$ cat src/sv/l0go_pkg.sv
`default_nettype none

package l0go_pkg;

    localparam int DEF_MAX_WIDTH      = 2048;
    localparam int DEF_MAX_HEIGHT     = 2048;
    localparam int RESET_FRAME_WIDTH  = 640;
    localparam int RESET_FRAME_HEIGHT = 480;

    localparam int CHAN_W     = 8;
    localparam int PIX_W      = 3 * CHAN_W;
    localparam int S_DATA_W   = 6 * CHAN_W;
    localparam int SIZE_W     = 12;
    localparam int LAMBDA_W   = 21;
    localparam int CFG_IDX_W  = 2;
    localparam int CFG_DATA_W = 21;
    localparam int ERR_W      = 40;
    localparam int EDGE_W     = 24;
    localparam int OBJ_W      = 44;
    localparam int SQ_ERR_W   = 18;
    localparam int M_DATA_W   = 112;
    localparam int QUEUE_DEPTH = 4;

    localparam logic [ERR_W-1:0]  ERR_MAX  = '1;
    localparam logic [EDGE_W-1:0] EDGE_MAX = '1;
    localparam logic [OBJ_W-1:0]  OBJ_MAX  = '1;

    // Divisor of the colour error: full-scale channel difference squared.
    localparam int COLOR_FULL_SQ = 255 * 255;

    // Reciprocal ceil(2^72 / 65025); (E * RECIP) >> 56 gives floor(E * 65536 / 65025)
    // exactly for every 40-bit E.
    localparam int RECIP_SHIFT = 56;
    localparam int RECIP_W     = 57;
    localparam logic [72:0] RECIP_FULL =
        ((73'd1 << 72) + 73'(COLOR_FULL_SQ - 1)) / 73'(COLOR_FULL_SQ);
    localparam logic [RECIP_W-1:0] RECIP = RECIP_FULL[RECIP_W-1:0];

    typedef enum logic [CFG_IDX_W-1:0] {
        CFG_FRAME_WIDTH  = 2'd0,
        CFG_FRAME_HEIGHT = 2'd1,
        CFG_LAMBDA       = 2'd2
    } cfg_reg_t;

    typedef struct packed {
        logic                frame_end;
        logic [1:0]          edges;
        logic [SQ_ERR_W-1:0] sq_err;
    } queue_entry_t;

    typedef struct packed {
        logic [ERR_W-1:0]  error_sum;
        logic [EDGE_W-1:0] edge_count;
    } result_req_t;

endpackage

`default_nettype wire

$ cat src/sv/l0go_objective.sv
`default_nettype none

module l0go_objective (
    input  wire logic                          aclk,
    input  wire logic                          aresetn,
    input  wire logic                          req_valid,
    output logic                               req_ready,
    input  wire l0go_pkg::result_req_t         req,
    input  wire logic [l0go_pkg::LAMBDA_W-1:0] lambda_q16,
    output logic                               m_tvalid,
    input  wire logic                          m_tready,
    output logic [l0go_pkg::M_DATA_W-1:0]      m_tdata
);
    import l0go_pkg::*;

    localparam int HALF_E  = ERR_W / 2;
    localparam int M_LO_W  = 29;
    localparam int M_HI_W  = RECIP_W - M_LO_W;
    localparam int PROD_W  = LAMBDA_W + EDGE_W;
    localparam int A_W     = HALF_E + M_LO_W + HALF_E + 1;
    localparam int B_W     = HALF_E + M_HI_W + HALF_E + 1;
    localparam int TOT_W   = B_W + M_LO_W + 1;
    localparam int QUOT_W  = ERR_W + 1;
    localparam int SUM_W   = PROD_W + 1;

    logic                           en;

    logic                           p1_valid_reg;
    logic [HALF_E+M_LO_W-1:0]       p1_ll_reg, p1_hl_reg;
    logic [HALF_E+M_HI_W-1:0]       p1_lh_reg, p1_hh_reg;
    logic [PROD_W-1:0]              p1_pen_reg;
    result_req_t                    p1_req_reg;

    logic                           p2_valid_reg;
    logic [A_W-1:0]                 p2_a_reg, p2_a_next;
    logic [B_W-1:0]                 p2_b_reg, p2_b_next;
    logic [PROD_W-1:0]              p2_pen_reg;
    result_req_t                    p2_req_reg;

    logic                           p3_valid_reg;
    logic [QUOT_W-1:0]              p3_quot_reg, p3_quot_next;
    logic [PROD_W-1:0]              p3_pen_reg;
    result_req_t                    p3_req_reg;
    logic [TOT_W-1:0]               total;

    logic                           out_valid_reg;
    logic [OBJ_W-1:0]               out_obj_reg, out_obj_next;
    result_req_t                    out_req_reg;
    logic [SUM_W-1:0]               obj_sum;

    assign en        = !out_valid_reg || m_tready;
    assign req_ready = en;

    assign p2_a_next = A_W'(p1_ll_reg) + (A_W'(p1_hl_reg) << HALF_E);
    assign p2_b_next = B_W'(p1_lh_reg) + (B_W'(p1_hh_reg) << HALF_E);

    assign total        = TOT_W'(p2_a_reg) + (TOT_W'(p2_b_reg) << M_LO_W);
    assign p3_quot_next = total[RECIP_SHIFT +: QUOT_W];

    assign obj_sum      = SUM_W'(p3_quot_reg) + SUM_W'(p3_pen_reg);
    assign out_obj_next = (obj_sum[SUM_W-1:OBJ_W] != '0) ? OBJ_MAX : obj_sum[OBJ_W-1:0];

    always_ff @(posedge aclk) begin
        if (!aresetn) begin
            p1_valid_reg  <= 1'b0;
            p2_valid_reg  <= 1'b0;
            p3_valid_reg  <= 1'b0;
            out_valid_reg <= 1'b0;
        end else if (en) begin
            p1_valid_reg  <= req_valid;
            p2_valid_reg  <= p1_valid_reg;
            p3_valid_reg  <= p2_valid_reg;
            out_valid_reg <= p3_valid_reg;
        end
    end

    always_ff @(posedge aclk) begin
        if (en) begin
            p1_ll_reg   <= req.error_sum[HALF_E-1:0] * RECIP[M_LO_W-1:0];
            p1_hl_reg   <= req.error_sum[ERR_W-1:HALF_E] * RECIP[M_LO_W-1:0];
            p1_lh_reg   <= req.error_sum[HALF_E-1:0] * RECIP[RECIP_W-1:M_LO_W];
            p1_hh_reg   <= req.error_sum[ERR_W-1:HALF_E] * RECIP[RECIP_W-1:M_LO_W];
            p1_pen_reg  <= lambda_q16 * req.edge_count;
            p1_req_reg  <= req;
            p2_a_reg    <= p2_a_next;
            p2_b_reg    <= p2_b_next;
            p2_pen_reg  <= p1_pen_reg;
            p2_req_reg  <= p1_req_reg;
            p3_quot_reg <= p3_quot_next;
            p3_pen_reg  <= p2_pen_reg;
            p3_req_reg  <= p2_req_reg;
            out_obj_reg <= out_obj_next;
            out_req_reg <= p3_req_reg;
        end
    end

    assign m_tvalid = out_valid_reg;
    assign m_tdata  = {(M_DATA_W - ERR_W - EDGE_W - OBJ_W)'(0), out_obj_reg,
                       out_req_reg.edge_count, out_req_reg.error_sum};

endmodule

`default_nettype wire

$ cat config.mk
export PLATFORM = sky130hd
export DESIGN_NAME = l0go_objective
export DESIGN_NICKNAME = d
export VERILOG_FILES = /design/src/sv/l0go_pkg.sv /design/src/sv/l0go_objective.sv
export SDC_FILE = /design/constraint.sdc
export NUM_CORES = 2
export LEC_CHECK = 0
export BUFFER_PORTS_ARGS = -buffer_cell sky130_fd_sc_hd__buf_2
export CAP_MARGIN = 40
export CORE_ASPECT_RATIO = 1.25
export CORE_MARGIN = 10
export CORE_UTILIZATION = 35
export DETAILED_ROUTE_END_ITERATION = 16
export MAX_ROUTING_LAYER = met4
export PLACE_DENSITY = 0.54
export SYNTH_ARGS = -nofsm -noshare
export SYNTH_HDL_FRONTEND = slang
export SYNTH_SLANG_ARGS = --single-unit
$ cat constraint.sdc
create_clock -name aclk -period 64.8 [get_ports aclk]
set_input_delay 3.24 -clock aclk [delete_from_list [all_inputs] [get_ports aclk]]
set_output_delay 3.24 -clock aclk [all_outputs]
set_load 0.01 [all_outputs]
Word level (Yosys, flattened, before mapping)
Cells that the tools add are included.
{ "word_totals": {"output_inout_bits": 114, "regBits": 798} }
{ "classes": {"mul": 5, "reduce_logical": 3, "add_sub_neg": 4} }
{ "op_table": {"columns": ["cell", "count"], "rows": [
  ["$add 70x97->97", 1],
  ["$mul 20x27->47 const B", 2],
  ["$mul 20x23->43 const B", 2],
  ["$add 47x67->68", 1],
  ["$add 48x68->68", 1],
  ["$add 41x45->46", 1],
  ["$mul 21x24->45", 1],
  ["$reduce_bool 2->1", 1],
  ["$logic_not 1->1", 1],
  ["$logic_or 1x1->1", 1]
]} }

Longest topological paths before layout
{ "depth": {"word_depth": 2, "depth_mapped": 27} }

Worst setup path before layout
No wires, ideal clock.
{ "synth_path": {"path_type": "input to output", "startpoint": "input port m_tready", "endpoint": "output port req_ready", "stages": 2, "path_slack_ps": 38787, "arrival_ps": 22773, "path_cell_list": "nand2b_1 -> clkbuf_1"} }
{ "synth_between": {"elab_chain_len": 1} }
{ "synth_lines": {"columns": ["item", "line_no", "rtl"], "rows": [
  ["start, declared", "l0go_objective.sv:11", "input wire logic m_tready,"],
  ["$logic_or 1x1->1", "l0go_objective.sv:51", "assign en = !out_valid_reg || m_tready;"],
  ["end, declared", "l0go_objective.sv:7", "output logic req_ready,"]
]} }
Every way passes these cells.

Final worst setup path
{ "layout_path": {"startpoint": "input port req[15] (netlist bit)", "endpoint": "register p1_pen_reg[42], data pin"} }
{ "layout_between": {"elab_chain_len": 1} }
{ "layout_lines": {"columns": ["item", "line_no", "rtl"], "rows": [
  ["start, declared", "l0go_objective.sv:8", "input wire l0go_pkg::result_req_t req,"],
  ["$mul 21x24->45", "l0go_objective.sv:83", "p1_pen_reg <= lambda_q16 * req.edge_count;"],
  ["end signal, assigned", "l0go_objective.sv:83", null],
  ["end, declared", "l0go_objective.sv:31", "logic [PROD_W-1:0] p1_pen_reg;"]
]} }
Every way passes these cells.
A chain may end at the register's enable or synchronous reset.

==> results.json <==
{
  "overflow": 0,
  "grt_pass1_vias": 43380,
  "start_kind": "primary input",
  "grt_pass1_wl_um": 245800,
  "synth_area_um2": 64760,
  "die_w_um": 404.7,
  "whs_ps": 405.8,
  "worst_path_max_delay_cell": "a221oi_1",
  "worstHoldPathType": "flip-flop to flip-flop",
  "syn_avg_cell_area_um2": 11.52,
  "finalCriticalPeriod_ps": 9810,
  "start_util_pct": 35.18,
  "postSynthCellCount": 5620,
  "regToRegSetupSlack_ps": 60740,
  "synthTopCellsByArea": "edfxtp_1 (33%), fa_1 (21%), ha_1 (19%), inv_1 (5.2%), xnor2_1 (2.7%)",
  "crit_top_cell": "fa_1",
  "postCtsSetupBuffers": 0,
  "post_drt_wl_per_cell_um": 18.91,
  "cts_made_buffers": 81,
  "status": "finished, final reports clean",
  "skew_ps": 31.51,
  "worstReg2RegEnd": "out_obj_reg[42]$_SDFFCE_PP1P_",
  "crit_fanout": 22,
  "cpPeakStageDelay_ps": 580,
  "finalCritPeriodShare_pct": 15.14,
  "async_flop_share_pct": 0,
  "numPortBuffers": 198,
  "globalplace.congestion": 0.8603,
  "track_usage_pct": 15.93,
  "cp.required_ps": 65270,
  "busiest_layer": "met2",
  "setup_violations": 0,
  "cts_max_level": 3,
  "worstMarginPinSlew_ps": 888.9,
  "finalHoldViolations": 0,
  "drt-total-wl_um": 156500,
  "io_pins": 203,
  "antenna_found_initial": 8,
  "dpl.cell_count": 8120,
  "path_class": "primary input to flip-flop",
  "ys_types": 93,
  "grt_max_degree": 70,
  "path_clk_slew_ps": 70,
  "yosys_register_bits": 716,
  "r2r-start": "p3_pen_reg[0]$_DFFE_PP_",
  "fin_cells": 8273,
  "final_core_util_pct": 38.73,
  "floorplan.die_area_um2": 202700,
  "drive_gt1_share_pct": 6.528,
  "insertion_delay_ps": 690,
  "viasPerCell": 4.918,
  "drv_slew": 0,
  "ys_warn_count": 0,
  "antenna_left": 0,
  "rsz0062_at_grt": "no",
  "seq_area_frac_synth_pct": 33.14,
  "yosys.area.top_type": "edfxtp_1",
  "min_to": "p2_b_reg[17]$_DFFE_PP_",
  "crit_chain": "buf_2, nand2_1, fa_1, fa_1, fa_1, inv_1, fa_1, fa_1, fa_1, inv_1, fa_1, inv_1, ha_1, a21oi_1, o21bai_1, a221oi_1, a311oi_1, a221oi_1, o21ai_0, o311ai_0",
  "fillers": 17910,
  "grtUsageMet1_pct": 19.79,
  "cts.sinks": 716,
  "arrival_ps": 10280,
  "first_pass_iters": 6,
  "first_iter_violations": 2266,
  "cts_buffer_depth": 3,
  "met2_usage_pct": 27.16,
  "nets": 7553,
  "area_growth_pct": 10.10,
  "synth-main-ff-cell": "edfxtp_1",
  "num_vias": 40690,
  "setup_tns_ps": 0,
  "grtUsageMet3_pct": 1.676,
  "core_um2": 184100,
  "worst-r2r-cell-count": 14,
  "synth-edff-count": 712,
  "fmax_mhz": 101.9,
  "drc": 0,
  "yosysTopAreaCellShare_pct": 33.02,
  "worstHoldStart": "p1_lh_reg[17]$_DFFE_PP_",
  "holdPathStages": 0,
  "cts_tree": "yes",
  "timing.max_slew.rel_slack_pct": 40.74,
  "max_cap_viol_count": 0,
  "final_common_cell": "ha_1",
  "mostFrequentLayoutCells": "ha_1 (991), inv_1 (892), edfxtp_1 (712), fa_1 (673), nand2_1 (429)",
  "cts_hold_buf": 0,
  "cts_resized": 0,
  "hpwl_um": 122300,
  "die_h_um": 500.9,
  "endpoint_kind": "flip-flop",
  "root_buffer": "clkbuf_16",
  "rows": 176
}
metrics by stage:
step                      setup WS [ps]  instance area (µm²)
after floorplan                   38790                64770
after global placement            54400                68360
after detailed placement          54320                68500
after CTS                         55070                71290
after global routing              54660                71300
final                             54990                71300
cell families after synthesis:
| logic type | after synthesis | synth area share [%] |
|---|---|---|
| xor gates and xnor gates | 310 | 4.193 |
| buffers and inverters | 1017 | 5.953 |
| AOI/OAI and AO/OA | 733 | 7.557 |
| and+or+nand+nor | 1175 | 9.137 |
| adders and majority gates | 1664 | 39.95 |
| other | 1 | 0.005791 |
| DFF | 716 | 33.14 |
| muxes | 4 | 0.06183 |
critical path: cells and delay by family:
kind | cells | cell delay [ps]
adders and majority gates | 8 | 3900
AOI/OAI and AO/OA | 7 | 2280
buffers and inverters | 4 | 670
and+or+nand+nor | 1 | 180
synthesized netlist by cell type (14+ instances only):
cell / instances
ha_1: 991
inv_1: 892
edfxtp_1: 712
fa_1: 673
nand2_1: 429
and2_1: 281
a21oi_1: 229
xnor2_1: 203
nor2_1: 138
a21o_1: 124
clkbuf_1: 113
o21ai_0: 112
xor2_1: 107
nand3_1: 68
and3_1: 49
nor2b_1: 47
nand2b_1: 41
nand4_1: 41
o21a_1: 41
o21bai_1: 39
nor3_1: 27
a31oi_1: 18
o21ai_1: 17
a211oi_1: 14
a221oi_1: 14
how the worst max path moves through the flow:
| stage | startpoint | end | slack (ps) | cells past startpoint |
|---|---|---|---|---|
| after floorplan | m_tready | req_ready | 38790 | 2 |
| after global placement | req[8] | p1_pen_reg[31]$_DFFE_PP_ | 54400 | 25 |
| after detailed placement | lambda_q16[12] | p1_pen_reg[42]$_DFFE_PP_ | 54320 | 20 |
| after CTS | lambda_q16[12] | p1_pen_reg[42]$_DFFE_PP_ | 55070 | 20 |
| after global routing | lambda_q16[12] | p1_pen_reg[42]$_DFFE_PP_ | 54660 | 20 |
| final | req[15] | p1_pen_reg[42]$_DFFE_PP_ | 54990 | 20 |
area by class of cell:
type	count	area (µm²)	area share [%]
sequential	716	21460	30.10
inverter	892	3348	4.696
clock inverter	62	670.6	0.9406
clock buffer	88	2117	2.969
multi-input combinational	3890	39460	55.35
timing repair buffer	219	1227	1.722
tap	2403	3007	4.217
antenna	3	7.507	0.01053
layer usage:
metal  wire, µm  up-vias  part of all wire (%)
met5          0        -                     0
met4       4688        0                   3.0
met3       5085      203                   3.2
met2      78300      699                    50
met1      68400    20430                    44
li1           -    19350                     -
Power is not shown: default switching activity piles up to over one toggle a cycle in this logic, so the estimate is an artifact.
