File: src/sv/l0go_pkg.sv
`default_nettype none

package l0go_pkg;

    localparam int DEF_MAX_WIDTH      = 2048;
    localparam int DEF_MAX_HEIGHT     = 2048;
    localparam int RESET_FRAME_WIDTH  = 640;
    localparam int RESET_FRAME_HEIGHT = 480;

    localparam int CHAN_W     = 8;
    localparam int PIX_W      = 3 * CHAN_W;
    localparam int S_DATA_W   = 6 * CHAN_W;
    localparam int SIZE_W     = 12;
    localparam int LAMBDA_W   = 21;
    localparam int CFG_IDX_W  = 2;
    localparam int CFG_DATA_W = 21;
    localparam int ERR_W      = 40;
    localparam int EDGE_W     = 24;
    localparam int OBJ_W      = 44;
    localparam int SQ_ERR_W   = 18;
    localparam int M_DATA_W   = 112;
    localparam int QUEUE_DEPTH = 4;

    localparam logic [ERR_W-1:0]  ERR_MAX  = '1;
    localparam logic [EDGE_W-1:0] EDGE_MAX = '1;
    localparam logic [OBJ_W-1:0]  OBJ_MAX  = '1;

    // Divisor of the colour error: full-scale channel difference squared.
    localparam int COLOR_FULL_SQ = 255 * 255;

    // Reciprocal ceil(2^72 / 65025); (E * RECIP) >> 56 gives floor(E * 65536 / 65025)
    // exactly for every 40-bit E.
    localparam int RECIP_SHIFT = 56;
    localparam int RECIP_W     = 57;
    localparam logic [72:0] RECIP_FULL =
        ((73'd1 << 72) + 73'(COLOR_FULL_SQ - 1)) / 73'(COLOR_FULL_SQ);
    localparam logic [RECIP_W-1:0] RECIP = RECIP_FULL[RECIP_W-1:0];

    typedef enum logic [CFG_IDX_W-1:0] {
        CFG_FRAME_WIDTH  = 2'd0,
        CFG_FRAME_HEIGHT = 2'd1,
        CFG_LAMBDA       = 2'd2
    } cfg_reg_t;

    typedef struct packed {
        logic                frame_end;
        logic [1:0]          edges;
        logic [SQ_ERR_W-1:0] sq_err;
    } queue_entry_t;

    typedef struct packed {
        logic [ERR_W-1:0]  error_sum;
        logic [EDGE_W-1:0] edge_count;
    } result_req_t;

endpackage

`default_nettype wire

File: src/sv/l0go_back.sv
`default_nettype none

module l0go_back (
    input  wire logic                    aclk,
    input  wire logic                    aresetn,
    input  wire logic                    q_not_empty,
    input  wire l0go_pkg::queue_entry_t  q_head,
    output logic                         q_pop,
    input  wire logic                    res_ready,
    output logic                         res_valid,
    output l0go_pkg::result_req_t        res_req
);
    import l0go_pkg::*;

    logic [ERR_W-1:0]  err_acc_reg, err_acc_next;
    logic [EDGE_W-1:0] edge_acc_reg, edge_acc_next;
    logic [ERR_W:0]    err_sum;
    logic [EDGE_W:0]   edge_sum;
    logic [ERR_W-1:0]  err_sat;
    logic [EDGE_W-1:0] edge_sat;

    assign q_pop = q_not_empty && (!q_head.frame_end || res_ready);

    assign err_sum  = {1'b0, err_acc_reg} + (ERR_W + 1)'(q_head.sq_err);
    assign edge_sum = {1'b0, edge_acc_reg} + (EDGE_W + 1)'(q_head.edges);
    assign err_sat  = err_sum[ERR_W] ? ERR_MAX : err_sum[ERR_W-1:0];
    assign edge_sat = edge_sum[EDGE_W] ? EDGE_MAX : edge_sum[EDGE_W-1:0];

    assign res_valid          = q_pop && q_head.frame_end;
    assign res_req.error_sum  = err_sat;
    assign res_req.edge_count = edge_sat;

    always_comb begin
        err_acc_next  = err_acc_reg;
        edge_acc_next = edge_acc_reg;
        if (q_pop) begin
            err_acc_next  = q_head.frame_end ? '0 : err_sat;
            edge_acc_next = q_head.frame_end ? '0 : edge_sat;
        end
    end

    always_ff @(posedge aclk) begin
        if (!aresetn) begin
            err_acc_reg  <= '0;
            edge_acc_reg <= '0;
        end else begin
            err_acc_reg  <= err_acc_next;
            edge_acc_reg <= edge_acc_next;
        end
    end

endmodule

`default_nettype wire

File: config.mk
export PLATFORM = sky130hd
export DESIGN_NAME = l0go_back
export DESIGN_NICKNAME = d
export VERILOG_FILES = /design/src/sv/l0go_pkg.sv /design/src/sv/l0go_back.sv
export SDC_FILE = /design/constraint.sdc
export NUM_CORES = 1
export LEC_CHECK = 0
export ABC_AREA = 1
export BUFFER_PORTS_ARGS = -buffer_cell sky130_fd_sc_hd__buf_2
export CAP_MARGIN = 20
export CORE_MARGIN = 5
export CORE_UTILIZATION = 62
export CTS_BUF_LIST = sky130_fd_sc_hd__clkbuf_8 sky130_fd_sc_hd__clkbuf_16
export CTS_CLUSTER_DIAMETER = 80
export DETAILED_ROUTE_END_ITERATION = 7
export GPL_TIMING_DRIVEN = 0
export PLACE_DENSITY = 0.95
export SLEW_MARGIN = 0
export SYNTH_ARGS = -nofsm -noshare
export SYNTH_HDL_FRONTEND = slang
export SYNTH_SLANG_ARGS = --single-unit
export TNS_END_PERCENT = 20
File: constraint.sdc
create_clock -name aclk -period 4.3 [get_ports aclk]
set_clock_uncertainty 0.05 [all_clocks]
set_input_delay 0.43 -clock aclk [delete_from_list [all_inputs] [get_ports aclk]]
set_output_delay 0.43 -clock aclk [all_outputs]
set_load 0.03 [all_outputs]
# After elaboration in Yosys (flattened, before gate mapping)
# Index checks and enable logic that the tools add are counted.
op_classes:
  shifts: 0
  n_eq_ne: 0
  n_mul: 0
  n_bitwise: 0
  mux: 4
  div_mod_pow: 0
  n_reduce_logical: 4
  add_sub_neg: 2
  n_lt_le_gt_ge: 0
op_table:
  columns: ["cell", "count"]
  rows:
  - ["40-bit 2-to-1 mux", 2]
  - ["24-bit 2-to-1 mux", 2]
  - ["40-bit by 18-bit adder with 41-bit output", 1]
  - ["24-bit by 2-bit adder with 25-bit output", 1]
  - ["1-bit logical AND", 2]
  - ["1-bit zero test", 1]
  - ["1-bit logical OR", 1]
word_totals:
  ff_bits: 64
  n_memories: 0
  out_inout_bits: 66
  in_bits: 25
  ramBits: 0
  romBits: 0
  latch_bits: 0
  word_cells: 12

# Logic depth before layout (Yosys ltp)
logic_depth:
  ltp_word: 4
  ltp_mapped: 15
  ltp_nobuf: 15

# Worst setup path before layout
# Ideal clock, no wire load.
synth_path:
  path_kind: "input port to output port"
  startpoint: "input q_head[18] (netlist name)"
  endpoint: "output res_req[22] (netlist name)"
  arrival_ns: 2.314
  path_stages: 10
  path_slack_ns: 1.506
  t_required_ns: 3.820
  path_buffers: 0
  path_cell_list: "ha_1 > inv_1 > fa_1 > nor2_1 > nand3_1 > nor2_1 > inv_1 > nor2_1 > nor2_1 > o21ai_0"
synth_lines:
  columns: ["item", "line", "text"]
  rows:
  - ["start: declaration", "l0go_back.sv:7", "input wire l0go_pkg::queue_entry_t q_head,"]
  - ["end: declaration", "l0go_back.sv:11", "output l0go_pkg::result_req_t res_req"]

==> summary by stage <==
Run status
The flow ran to the end, and the final reports show no timing, DRC or antenna violations.

Floorplan
The number of core rows is 34. The core region is 8721 µm². In this run the count of I/O pins placed on the die edge is 91. For this configuration, the core starts out at a cell density of 0.6349.

The die span in x is 104.5 µm. Measured along the y axis, the die boundary spans 104.5 µm. The floorplan step defined a die boundary enclosing 10,920 µm².

Placement
The instance count after placement with tap cells included is 1,109. The half-perimeter wire length after detailed placement is 11,880 µm. The placement-stage cell area is 6122 µm².

The congestion estimate from routability-driven global placement came to 0.9927. The quantity of I/O buffers inserted on ports is 90.

Critical path
Data on the critical path arrives at its endpoint at 2.79 ns. Data on the critical path is required at its endpoint by 3.82 ns. Of all nets on the critical path, the largest fanout is 4. The critical path goes through ha_1 > fa_1 > nand3_1 > nand2_1 > nand2_1 > nand3_1 > nand3_1 > a21boi_0 > nand3_1 > buf_2. Among the stages of the critical path, the cell type that occurs most often is sky130_fd_sc_hd__nand3_1. The delay of the slowest cell on the worst path is 0.44 ns. STA classifies the critical path startpoint as a register. The slowest cell on the critical path is sky130_fd_sc_hd__fa_1. The register-to-register setup slack is 1.75 ns. The buffers plus inverters on the worst setup path is 1.

The type of element capturing the critical path is an output pin. The category of the critical setup timing path is register to output pin. The kind of cell with the highest combined delay along the critical path is simple AND/OR/NAND/NOR gates.

Yosys
The share of synthesized area in the top cell type comes to 0.2314. After synthesis, the largest family of logic cells by area is simple AND/OR/NAND/NOR gates. In this run the mean area of a mapped cell was 6.077 µm². The distinct cell type count after synthesis is 39. The cell area after synthesis is 5537 µm².

Sorting the synthesized cells by area gives the leading types as sky130_fd_sc_hd__dfxtp_1 23%, sky130_fd_sc_hd__nand2_1 23%, sky130_fd_sc_hd__inv_1 7.9%. Of the total synthesized cell area, the portion taken by XOR and XNOR cells is 0.02689. The cell with the most instances after synthesis is sky130_fd_sc_hd__nand2_1. The share of the synthesized area in compound gates (AO/OA/AOI/OAI) came to 0.1017. For this run, the number of Yosys warnings is 0.

The multiplexer area fraction after synthesis is 0. The sequential cell area fraction in the yosys report is 0.2314. Sorting the synthesized cells by how often they occur yields 339 x sky130_fd_sc_hd__nand2_1, 116 x sky130_fd_sc_hd__inv_1, 66 x sky130_fd_sc_hd__a21oi_1. For this run, asynchronously set or reset flops after synthesis account for 0. The cell taking the most area after synthesis is sky130_fd_sc_hd__dfxtp_1. Of the total synthesized cell area, the portion taken by AND, OR, NAND and NOR gates is 0.4805. The cell count after synthesis came out at 911.

The most used flip-flop cell after synthesis is sky130_fd_sc_hd__dfxtp_1. The net count after synthesis is 958. Of the total synthesized cell area, the portion taken by full adders, half adders and majority gates is 0.05243.

After synthesis the netlist holds a flip-flop and latch count of 64. The number of enable flip-flop cells after synthesis is 0.

Timing
The clock period could shrink to 3.268 ns. Setup repair after global routing left no endpoint under its margin. After routing, the total negative slack on setup checks comes to 0 ns. The worst slew margin relative to its limit is 0.5650. The fmax is 306.0 MHz. The number of hold-slack violations in the final timing report is 0.

Dividing the final minimum period by the clock period gives 0.7601. For the pin with the worst max-slew slack, the measured transition is 0.6524 ns. Setup violations remaining at the end of the flow were counted as 0. The final count of pins violating max slew came to 0.

Drt
After detailed routing, the number of vias per cell comes to 5.516. The routed layout has 6,206 vias. The post-detailed-routing wire length is 15,530 µm. For this run, design rule violations remaining after detail routing come to 0.

The first-pass detailed-route iteration total is 5. The number of DRC markers in iteration 0 is 416. Once detail routing completed, the nets flagged for antenna violations numbered 0. The mean routed wirelength per cell is 13.81 µm.

Global route
The initial antenna violation count was 0. The total global routing overflow is 0. Across every metal layer, demand over resource in global routing totals 0.2767. The first global-routing pass estimated 25,390 µm of wire. The via count of the first global-routing pass is 5,617. Entering global routing, the biggest net connects 12 pins.

Power and ir drop
Overall power consumption after layout is estimated at 1528 µW. The worst-case IR drop observed on VDD is 0.1379 mV. For this design the static power due to leakage is 0.003215 µW. The power per cell area is 240.5 nW/µm².

Final layout
The number of flip-flops in the largest register is 40. The filler cell count in the final layout is 747. The area growth from synthesis to layout is 14.76%.

The finished layout holds 1,125 standard cells, fillers aside. The repair_antennas step left the layout with diodes totalling 0. In the final layout, the share of cells above drive strength 1 is 0.2006. The finished cells cover 6354 µm². The net count reported at finish is 1,059.

Clocking
The clock insertion delay at the later pin of the skew report is 0.35 ns. Counting the buffers created by CTS gives 9. The setup fix buffers added after clock tree synthesis is 0. The clock input transition at the sequential cells of the worst setup and hold paths is 0.08 ns. TritonCTS built the clock tree. The maximum buffer depth of the clock tree is 2. The clock sink count is 64. The post-cts gate resize count is 0. In this run the number of H-tree levels came out at 3. The clock tree root buffer cell is sky130_fd_sc_hd__clkbuf_8. The number of buffers inserted by hold repair at cts is 0.

Worst hold path
The worst hold path class is input port to register.

Job
The max-capacitance violation count is 0.
==> routing by layer <==
layer / share of wire / routed length [µm] / vias to the layer above / track usage
met4: 0.029 / 444 / 0 / 0.1138
met5: 0 / 0 / - / 0
li1: - / - / 3099 / -
met3: 0.092 / 1433 / 48 / 0.05959
met2: 0.48 / 7422 / 271 / 0.4679
met1: 0.40 / 6233 / 2788 / 0.3397
==> where the power goes <==
group	internal [µW]	switching, µW
sequential	602	5.60
clock	357	254
combinational	91.0	219
==> cell usage in the layout, fill, tap and decap left out, types with 2 or more instances in the layout <==
cell and n:
sky130_fd_sc_hd__nand3b_2 2, sky130_fd_sc_hd__nor4_1 5, sky130_fd_sc_hd__nand2_1 339, sky130_fd_sc_hd__nor2_1 57, sky130_fd_sc_hd__a21oi_2 13, sky130_fd_sc_hd__clkbuf_8 11
sky130_fd_sc_hd__clkbuf_1 13, sky130_fd_sc_hd__o21bai_1 3, sky130_fd_sc_hd__xnor2_1 2, sky130_fd_sc_hd__nand2_2 12, sky130_fd_sc_hd__dfxtp_1 64, sky130_fd_sc_hd__inv_1 117
sky130_fd_sc_hd__inv_2 6, sky130_fd_sc_hd__nor2_2 4, sky130_fd_sc_hd__fa_1 2, sky130_fd_sc_hd__nand2_4 5, sky130_fd_sc_hd__nor2_4 3, sky130_fd_sc_hd__nand3b_1 7
sky130_fd_sc_hd__nor3_1 16, sky130_fd_sc_hd__nand3_1 58, sky130_fd_sc_hd__buf_6 5, sky130_fd_sc_hd__o21ai_0 13, sky130_fd_sc_hd__nand4_1 11, sky130_fd_sc_hd__bufinv_16 2
sky130_fd_sc_hd__nor3_2 2, sky130_fd_sc_hd__nor3_4 2, sky130_fd_sc_hd__ha_1 20, sky130_fd_sc_hd__or2_2 8, sky130_fd_sc_hd__nand3_2 27, sky130_fd_sc_hd__a21oi_1 66
sky130_fd_sc_hd__buf_2 96, sky130_fd_sc_hd__xor2_1 15
==> final timing paths <==
| kind | from | to | depth (start not counted) |
|---|---|---|---|
| worst max-delay path | err_acc_reg[0] | res_req[59] | 10 |
| worst min register to register | err_acc_reg[8] | err_acc_reg[8] | 2 |
| worst min-delay path | aresetn | edge_acc_reg[23] | 3 |
| worst max register to register | err_acc_reg[0] | err_acc_reg[35] | 11 |
==> worst reg2reg max path, cell delays in order (launching register included) <==
cell                       delay (ns)
sky130_fd_sc_hd__dfxtp_1         0.32
sky130_fd_sc_hd__ha_1            0.21
sky130_fd_sc_hd__fa_1            0.44
sky130_fd_sc_hd__nand3_1         0.11
sky130_fd_sc_hd__nand2_1         0.12
sky130_fd_sc_hd__nand2_1         0.09
sky130_fd_sc_hd__nand3_1         0.20
sky130_fd_sc_hd__nand3_1         0.15
sky130_fd_sc_hd__a21boi_0        0.39
sky130_fd_sc_hd__nand3_1         0.19
sky130_fd_sc_hd__nand2_1         0.10
sky130_fd_sc_hd__a21oi_1         0.06
==> cells by family after synthesis <==
kind of cell	after synthesis
DFF	64
buffers and inverters	146
AOI/OAI and AO/OA	99
adders and majority gates	22
and+or+nand+nor	563
xor gates and xnor gates	17
==> cell type report <==
type / count / area (µm²) / share of cell area
multi-input combinational: 701 / 3662 / 0.5764
sequential: 64 / 1281 / 0.2017
inverter: 122 / 457.9 / 0.07208
timing repair buffer: 90 / 450.4 / 0.07089
clock buffer: 11 / 151.4 / 0.02383
buffer: 24 / 135.1 / 0.02127
tap: 108 / 135.1 / 0.02127
clock inverter: 5 / 80.08 / 0.01260
==> stage by stage <==
stage	util	worst slack (ns)	hold slack [ns]
floorplan	-	1.506	0.3991
global placement	0.7020	1.208	0.4078
detailed placement	0.7020	1.199	0.4121
CTS	0.7286	1.049	0.3371
global route	0.7286	0.8474	0.3501
finish	0.7286	1.032	0.3546
Power figures use the tool's default switching activity.
