[src/sv/l0go_pkg.sv]
`default_nettype none

package l0go_pkg;

    localparam int DEF_MAX_WIDTH      = 2048;
    localparam int DEF_MAX_HEIGHT     = 2048;
    localparam int RESET_FRAME_WIDTH  = 640;
    localparam int RESET_FRAME_HEIGHT = 480;

    localparam int CHAN_W     = 8;
    localparam int PIX_W      = 3 * CHAN_W;
    localparam int S_DATA_W   = 6 * CHAN_W;
    localparam int SIZE_W     = 12;
    localparam int LAMBDA_W   = 21;
    localparam int CFG_IDX_W  = 2;
    localparam int CFG_DATA_W = 21;
    localparam int ERR_W      = 40;
    localparam int EDGE_W     = 24;
    localparam int OBJ_W      = 44;
    localparam int SQ_ERR_W   = 18;
    localparam int M_DATA_W   = 112;
    localparam int QUEUE_DEPTH = 4;

    localparam logic [ERR_W-1:0]  ERR_MAX  = '1;
    localparam logic [EDGE_W-1:0] EDGE_MAX = '1;
    localparam logic [OBJ_W-1:0]  OBJ_MAX  = '1;

    // Divisor of the colour error: full-scale channel difference squared.
    localparam int COLOR_FULL_SQ = 255 * 255;

    // Reciprocal ceil(2^72 / 65025); (E * RECIP) >> 56 gives floor(E * 65536 / 65025)
    // exactly for every 40-bit E.
    localparam int RECIP_SHIFT = 56;
    localparam int RECIP_W     = 57;
    localparam logic [72:0] RECIP_FULL =
        ((73'd1 << 72) + 73'(COLOR_FULL_SQ - 1)) / 73'(COLOR_FULL_SQ);
    localparam logic [RECIP_W-1:0] RECIP = RECIP_FULL[RECIP_W-1:0];

    typedef enum logic [CFG_IDX_W-1:0] {
        CFG_FRAME_WIDTH  = 2'd0,
        CFG_FRAME_HEIGHT = 2'd1,
        CFG_LAMBDA       = 2'd2
    } cfg_reg_t;

    typedef struct packed {
        logic                frame_end;
        logic [1:0]          edges;
        logic [SQ_ERR_W-1:0] sq_err;
    } queue_entry_t;

    typedef struct packed {
        logic [ERR_W-1:0]  error_sum;
        logic [EDGE_W-1:0] edge_count;
    } result_req_t;

endpackage

`default_nettype wire

[src/sv/l0go_queue.sv]
`default_nettype none

module l0go_queue (
    input  wire logic                    aclk,
    input  wire logic                    aresetn,
    input  wire logic                    push,
    input  wire l0go_pkg::queue_entry_t  push_entry,
    output logic                         full,
    input  wire logic                    pop,
    output logic                         not_empty,
    output l0go_pkg::queue_entry_t       head
);
    import l0go_pkg::*;

    localparam int PTR_W = $clog2(QUEUE_DEPTH);
    localparam int CNT_W = $clog2(QUEUE_DEPTH + 1);

    queue_entry_t     slot_reg [QUEUE_DEPTH];
    logic [PTR_W-1:0] wr_ptr_reg, wr_ptr_next;
    logic [PTR_W-1:0] rd_ptr_reg, rd_ptr_next;
    logic [CNT_W-1:0] count_reg, count_next;

    assign full      = count_reg == CNT_W'(QUEUE_DEPTH);
    assign not_empty = count_reg != '0;
    assign head      = slot_reg[rd_ptr_reg];

    always_comb begin
        wr_ptr_next = push ? wr_ptr_reg + 1'b1 : wr_ptr_reg;
        rd_ptr_next = pop ? rd_ptr_reg + 1'b1 : rd_ptr_reg;
        count_next  = count_reg;
        if (push && !pop) begin
            count_next = count_reg + 1'b1;
        end else if (pop && !push) begin
            count_next = count_reg - 1'b1;
        end
    end

    always_ff @(posedge aclk) begin
        if (!aresetn) begin
            wr_ptr_reg <= '0;
            rd_ptr_reg <= '0;
            count_reg  <= '0;
        end else begin
            wr_ptr_reg <= wr_ptr_next;
            rd_ptr_reg <= rd_ptr_next;
            count_reg  <= count_next;
        end
    end

    always_ff @(posedge aclk) begin
        if (push) begin
            slot_reg[wr_ptr_reg] <= push_entry;
        end
    end

endmodule

`default_nettype wire

[config.mk]
export PLATFORM = sky130hd
export DESIGN_NAME = l0go_queue
export DESIGN_NICKNAME = d
export VERILOG_FILES = /design/src/sv/l0go_pkg.sv /design/src/sv/l0go_queue.sv
export SDC_FILE = /design/constraint.sdc
export NUM_CORES = 1
export LEC_CHECK = 0
export ABC_AREA = 1
export ABC_CLOCK_PERIOD_IN_PS = 1700
export CAP_MARGIN = 25
export CELL_PAD_IN_SITES_DETAIL_PLACEMENT = 2
export CELL_PAD_IN_SITES_GLOBAL_PLACEMENT = 2
export CORE_MARGIN = 10
export CORE_UTILIZATION = 40
export DETAILED_ROUTE_END_ITERATION = 8
export DONT_BUFFER_PORTS = 1
export PLACE_DENSITY = 0.81
export SYNTH_ARGS = -nofsm -noshare
export SYNTH_HDL_FRONTEND = slang
export SYNTH_SLANG_ARGS = --single-unit
[constraint.sdc]
create_clock -name aclk -period 1.7 [get_ports aclk]
set_input_delay 0.17 -clock aclk [delete_from_list [all_inputs] [get_ports aclk]]
set_output_delay 0.17 -clock aclk [all_outputs]
set_load 0.02 [all_outputs]
Yosys cells after proc, flatten, opt, wreduce, memory -nomap -nowiden:

Memory sizes are Yosys's and may differ from the RTL's. A register that Yosys moved wholly into a read port is not among the register bits.
Cells that the tools add are included.

* register bits after elaboration: 7
* bits in writable memories: 84
* bits of input ports: 25
* output and inout port bits: 23
* logic and storage cells: 21
* memories kept: 1

* add/subtract/negate cells: 4
* equality and inequality tests: 1
* muxes and demuxes: 6
* reductions and logical operators: 6

Memory list
* slot_reg: words 4, bits a word 21, rd ports 1, clocked after memory_dff 1, write ports 1, RTL line l0go_queue.sv:18 `queue_entry_t slot_reg [QUEUE_DEPTH];`

Operator list (count)
* two-way mux 3 bit: 2
* adder 2 x 1 -> 2 bit, second input constant: 2
* two-way mux 2 bit: 2
* adder 3 x 1 -> 3 bit, second input constant: 1
* equality test 3 bit, second input constant: 1
* nonzero test 3 bit: 1
* subtractor 3 x 1 -> 3 bit, second input constant: 1
* logical AND 1 bit: 2
* zero test 1 bit: 2
* two-way mux 1 bit: 2
* nonzero test 2 bit: 1

Longest topological paths before layout:

Gate-level depths: netlist of run 1.

* depth after elaboration: 4
* mapped depth: 10
* gate-level depth less buffers: 10

Worst setup path before layout of run 1:

Ideal clock, no wire load.

* path type: flip-flop to flip-flop
* from: register wr_ptr_reg[0]
* to: memory slot_reg[2][0] (netlist name), enable pin
* setup time: 376 ps
* data arrival time: 1012 ps
* required time: 1324 ps
* slack: 312 ps
* cell stages (with the launch flop): 5
* path buffers: 0
* clock period less this slack: 1388 ps
* cells stage by stage: dfxtp_1 -> inv_1 -> ha_1 -> nand2_1 -> inv_1

RTL lines
* start: declaration: RTL line l0go_queue.sv:19 `logic [PTR_W-1:0] wr_ptr_reg, wr_ptr_next;`
* start signal: assignment: RTL line l0go_queue.sv:44 `wr_ptr_reg <= wr_ptr_next;`
* end: declaration: RTL line l0go_queue.sv:18

Straight into the memory's write port.

==> results of run 1 <==
## power groups by stage
stage	registers (mW)	clock network (mW)	logic [mW]
final	2.66	1.79	0.748
after floorplan	2.68	0	0.372
after global routing	2.66	1.90	0.808
after detailed placement	2.70	0	0.582
after CTS	2.65	1.77	0.661
after global placement	2.69	0	0.551
## worst paths after layout
check | from | endpoint
worst max-delay path | register | head[11]
worst min-delay path | pop | rd_ptr_reg[0]
worst max register to register | wr_ptr_reg[0] | slot_reg[2][12]
worst min register to register | rd_ptr_reg[1] | register
## per-stage QoR
| stage | setup TNS (ps) | setup WS, ps | utilization [%] | power, mW | cell area, sq um |
|---|---|---|---|---|---|
| final | -125 | -62.6 | 52.5 | 5.20 | 4600 |
| after global routing | -984 | -103 | 52.5 | 5.38 | 4600 |
| after CTS | 0 | 3.93 | 50.1 | 5.09 | 4390 |
| after global placement | 0 | 284 | 44.8 | 3.24 | 3930 |
| after floorplan | 0 | 312 | - | 3.05 | 3610 |
| after detailed placement | 0 | 165 | 44.8 | 3.29 | 3930 |
## cell type report
class,count,share of cell area [%]
clock inverter,5,2.15
inverter,17,2.01
clock buffer,11,2.86
sequential,93,59.0
tap,108,2.94
timing repair buffer,66,14.2
multi-input combinational,140,16.8
## cell usage in the layout (no fill, tap or decap), drive strengths merged
cell / n
nand3: 1
edfxtp: 84
dfxtp: 9
ha: 5
buf: 42
nand4: 1
dlygate4sd3: 22
nor3: 1
bufinv: 3
nand2: 10
nor2: 48
clkinv: 3
o22ai: 21
o21ai: 48
clkbuf: 13
a21oi: 4
inv: 16
fa: 1
## critical path, delay by kind of cell (launching register included)
family	cells	cell delay, ps
DFF	1	390
AOI/OAI and AO/OA	2	390
buffers and inverters	3	450
## kinds of logic (layout without fill, tap and decap cells)
kind of cell | after synthesis | count (layout) | synth area share (%)
DFF | 93 | 93 | 74.8
and+or+nand+nor | 61 | 61 | 6.61
buffers and inverters | 30 | 99 | 5.12
AOI/OAI and AO/OA | 73 | 73 | 11.2
adders and majority gates | 6 | 6 | 2.29
## metal layers
metal  GRT usage, %  up-vias  wire length (um)
li1               -     1079                 -
met1           18.7     1253              4930
met2           28.8       59              6210
met3           2.97       14               454
met4           6.35        0               184
met5              0        -                 0
## timing repair
item,CTS,global route
resized for setup,5,31
endpoints found under the hold margin,92,0
hold buffers,22,0
buffers inserted,0,6
endpoints found under the setup margin,21,12
gates cloned,0,2
pin swaps,1,7
==> flow_summary_export.csv, run 1 <==
group,metric,value,unit
outcome,outcome,"finished, violations left",
outcome,failed_checks,"setup timing",
grt,grt_antenna_before_repair,0,
worst_setup_path,crit_path_end_kind,"output pin",
layout,fill_cells,816,
grt,grt_pass1_wl,16000,um
min_path,hold_path_depth,2,
layout,syn2layout_area_growth,27.2,%
worst_setup_path,crit_path_cell_trace,"buf_12 -> buf_6 -> o21ai_0 -> o22ai_1 -> buf_4",
worst_setup_path,critical_path.slowest_cell,"dfxtp_4",
die,effective_utilization_at_floorplan,41.2,%
power,sequential_power_share,51.1,%
power,swShare,25.6,%
timing,finalHoldViolCount,0,
cts,clkSinkCount,93,
drt,drt_drc_violations_left,0,
power,share_clk_of_total_power,34.5,%
timing,fmax,0.567,GHz
drt,postRouteAntennaNets,0,
drt,viasPerCell,5.47,
layout,nNetsFinal,358,
timing,finalHoldWorstSlack,28.9,ps
logic_synthesis,synth_seq_cells,93,
worst_setup_path,setup.reg_to_reg.worst_slack,50,ps
timing,final_min_period_over_clock_period,104,%
logic_synthesis,yosys_most_used_dff,"edfxtp_1",
drt,detail_route.iter0.violations,146,
logic_synthesis,ys_types,21,
logic_synthesis,synth_warnings,0,
cts,clk_pin_slew,90,ps
power,power_density,1130,nW/um^2
layout,register_area,2710,sq um
worst_setup_path,path_class,"reg -> out",
timing,setup_viol_count_final,6,
power,switching_power,1.33,mW
drt,wl,11800,um
cts,cts_buffers,9,
logic_synthesis,yosysTopAreaCellShare,69.8,%
power,combinationalPowerShare,14.4,%
worst_setup_path,crit_path_start_kind,"register",
timing,fin_crit,1760,ps
layout,largest_register_ffs,84,
logic_synthesis,mappedNetlistNets,294,
timing,least_margin_pin_slew,347,ps
layout,diodes,0,
place,routabilityCongestion,0.752,
layout,multiInputGateArea,774,sq um
cts,ctsHtreeMaxLevel,3,
timing,layout_setup_ws,-62.6,ps
timing,rsz0062_at_grt,"true",
min_path,hold_path.class,"in -> reg",
place,placedCellCount,394,
logic_synthesis,synth.area.top_cells,"edfxtp_1 70%, dfxtp_1 5.0%, nor2_1 4.8%",
layout,finalNonFillerCells,440,
timing,fin_worst_skew,14.8,ps
die,die-height,115,um
logic_synthesis,netlist_instances,263,
worst_setup_path,critPathArrivalTime,1590,ps
cts,cts_buffer_depth,2,
die,die_area,13200,sq um
worst_setup_path,reg2regPathDepth,5,
cts,clock_tree_from_tritoncts,"yes",
logic_synthesis,postSynth.asyncResetShare,0,%
cts,skew_pair_late_insertion_delay,370,ps
logic_synthesis,synth.most_common_cell,"edfxtp_1",
power,ir_worst_vdd,0.000515,V
logic_synthesis,area_of_the_mapped_netlist,3610,sq um
grt,grtUsageTotal,16.2,%
cts,clock_tree.root_cell,"clkbuf_8",
logic_synthesis,post_synthesis_cell_type_with_the_largest_combined_area,"edfxtp_1",
worst_setup_path,critical_path.max_fanout,6,
drt,route.vias.total,2405,
timing,slew_limit_fails,0,
grt,number_of_global_route_vias_before_repair,2704,
place,dp.final_hpwl,6790,um
worst_setup_path,crit_path_max_incr_delay,390,ps
place,port_buffers,0,
logic_synthesis,synth-seq-area-share,74.8,%
worst_setup_path,timing.critical_path.required,1530,ps
logic_synthesis,edff_count_synth,84,
die,design.portCount,48,
die,placement_rows,34,
power,leakage,1.69,nW
die,fp.coreArea,8760,sq um
logic_synthesis,syn_area_per_cell,13.7,sq um
drt,route.detailed.wl_per_inst,26.8,um
layout,layout-drive-gt1-share,23.8,%
die,die_w,115,um
grt,largest_net_degree_at_the_start_of_global_routing,43,
logic_synthesis,most_common_library_cells_after_synthesis,"84 x edfxtp_1, 46 x nor2_1, 29 x o21ai_0, 19 x o21ai_1, 19 x o22ai_1",
flow_run,max_cap_violations,0,
drt,detailedRoute.firstPassIterationCount,4,
grt,grt_overflow,0,
power,p_int,3.86,mW
timing,max-slew-margin-rel,76.9,%
Power figures use the tool's default switching activity.
==> run 2, diff against run 1 <==
GPL_TIMING_DRIVEN = 0   (was unset)
==> flow_summary_export.csv, run 2 (synthesis results as in run 1) <==
group,metric,value,unit
cts,clock_tree.root_cell,"clkbuf_8",
timing,slew_limit_fails,0,
drt,postRouteAntennaNets,0,
power,leakage,1.48,nW
place,dp_worst_setup_slack,-82.1,ps
worst_setup_path,critical_path.max_fanout,10,
drt,detailedRoute.firstPassIterationCount,4,
drt,wl,11000,um
cts,cts_buffer_depth,2,
worst_setup_path,critPathArrivalTime,1490,ps
drt,route.vias.total,2307,
drt,detail_route.iter0.violations,176,
worst_setup_path,crit_path_start_kind,"register",
grt,grt_pass1_wl,15900,um
flow_run,max_cap_violations,0,
place,port_buffers,0,
die,die_area,13200,sq um
timing,layout_setup_ws,35.2,ps
grt,grt_overflow,0,
drt,route.detailed.wl_per_inst,26.5,um
place,routabilityCongestion,0.702,
cts,clock_tree_from_tritoncts,"yes",
grt,grt_antenna_before_repair,1,
timing,fin_crit,1660,ps
worst_setup_path,timing.critical_path.required,1530,ps
timing,max-slew-margin-rel,56.2,%
worst_setup_path,path_class,"reg -> out",
die,fp.coreArea,8760,sq um
grt,largest_net_degree_at_the_start_of_global_routing,22,
layout,layout-drive-gt1-share,20.6,%
outcome,outcome,"complete, no violations",
worst_setup_path,crit_path_end_kind,"output pin",
die,die_w,115,um
die,die-height,115,um
layout,layout.cells.most_common,"edfxtp_1",
place,placedCellCount,371,
timing,setup_viol_count_final,0,
timing,final_min_period_over_clock_period,97.9,%
cts,skew_pair_late_insertion_delay,360,ps
die,placement_rows,34,
layout,nNetsFinal,332,
drt,drt_drc_violations_left,0,
layout,largest_register_ffs,84,
cts,cts_buffers,9,
power,ir_worst_vdd,0.000454,V
timing,final.setup.tns,0,ps
cts,clk_pin_slew,90,ps
drt,viasPerCell,5.56,
timing,fmax,0.601,GHz
layout,syn2layout_area_growth,21.0,%
layout,leading_cell_types_in_the_layout_fill_and_taps_excluded,"84 x edfxtp_1, 46 x nor2_1, 24 x o21ai_0, 23 x o21ai_1, 23 x dlygate4sd3_1",
timing,least_margin_pin_slew,651,ps
cts,clkSinkCount,93,
die,design.portCount,48,
cts,ctsHtreeMaxLevel,3,
layout,finalNonFillerCells,415,
grt,number_of_global_route_vias_before_repair,2667,
place,dp.final_hpwl,6310,um
timing,finalHoldViolCount,0,
timing,fin_worst_skew,10.3,ps
power,power_density,1090,nW/um^2
min_path,hold_path.class,"in -> reg",
timing,finalHoldWorstSlack,29.7,ps
grt,grtUsageTotal,16.0,%
die,effective_utilization_at_floorplan,41.2,%
[run 2: metrics by stage]
step	power [mW]	instance area (sq um)	util [%]
3_5_place_dp	3.20	3750	42.8
6_report	4.78	4370	49.9
2_1_floorplan	3.05	3610	-
4_1_cts	4.75	4320	49.3
5_1_grt	4.97	4370	49.9
3_3_place_gp	3.16	3750	42.8
[run 2: report_power, final]
part           leakage (nW)  switching (mW)  internal [mW]  total [mW]
clock                0.0884           0.809          0.671        1.48
combinational         0.547           0.455          0.201       0.656
sequential            0.847          0.0469           2.60        2.65
[run 2: repair_timing]
item                       CTS  global route
setup buffers                1             0
hold endpoints to repair    92             0
pin swaps                    3             4
gates resized for setup     31            12
gates cloned                 0             3
setup endpoints to repair  104            83
hold buffers                23             0
[run 2: worst max-delay path, cell delays in order (launching register included)]
cell	delay (ps)
dfxtp_2	360
inv_2	70
buf_2	250
o21ai_1	150
o22ai_2	300
[run 2: cell type report]
class / count / area, sq um
Multi-Input combinational cell: 140 / 856
Buffer: 13 / 136
Clock buffer: 9 / 124
Sequential cell: 93 / 2710
Fill cell: 808 / 4390
Inverter: 17 / 86.3
Clock inverter: 7 / 65.1
Timing Repair Buffer: 24 / 238
Tap cell: 108 / 135
Timing Repair inverter: 3 / 22.5
Antenna cell: 1 / 2.50
[run 2: final timing paths]
path / from / to / slack [ps] / cells past startpoint
worst max-delay path: register / head[3] / 40 / 4
worst min-delay path: pop / register / 30 / 2
worst max register to register: wr_ptr_reg[0] / slot_reg[3][17] / 150 / 3
worst min register to register: rd_ptr_reg[1] / register / 490 / 1
[run 2: per-layer routing]
metal,global-route usage (%),vias up,share of wire [%]
met5,0,-,0
met1,18.1,1205,40
met3,4.22,19,3.4
met2,28.1,53,53
met4,6.60,0,3.1
li1,-,1030,-
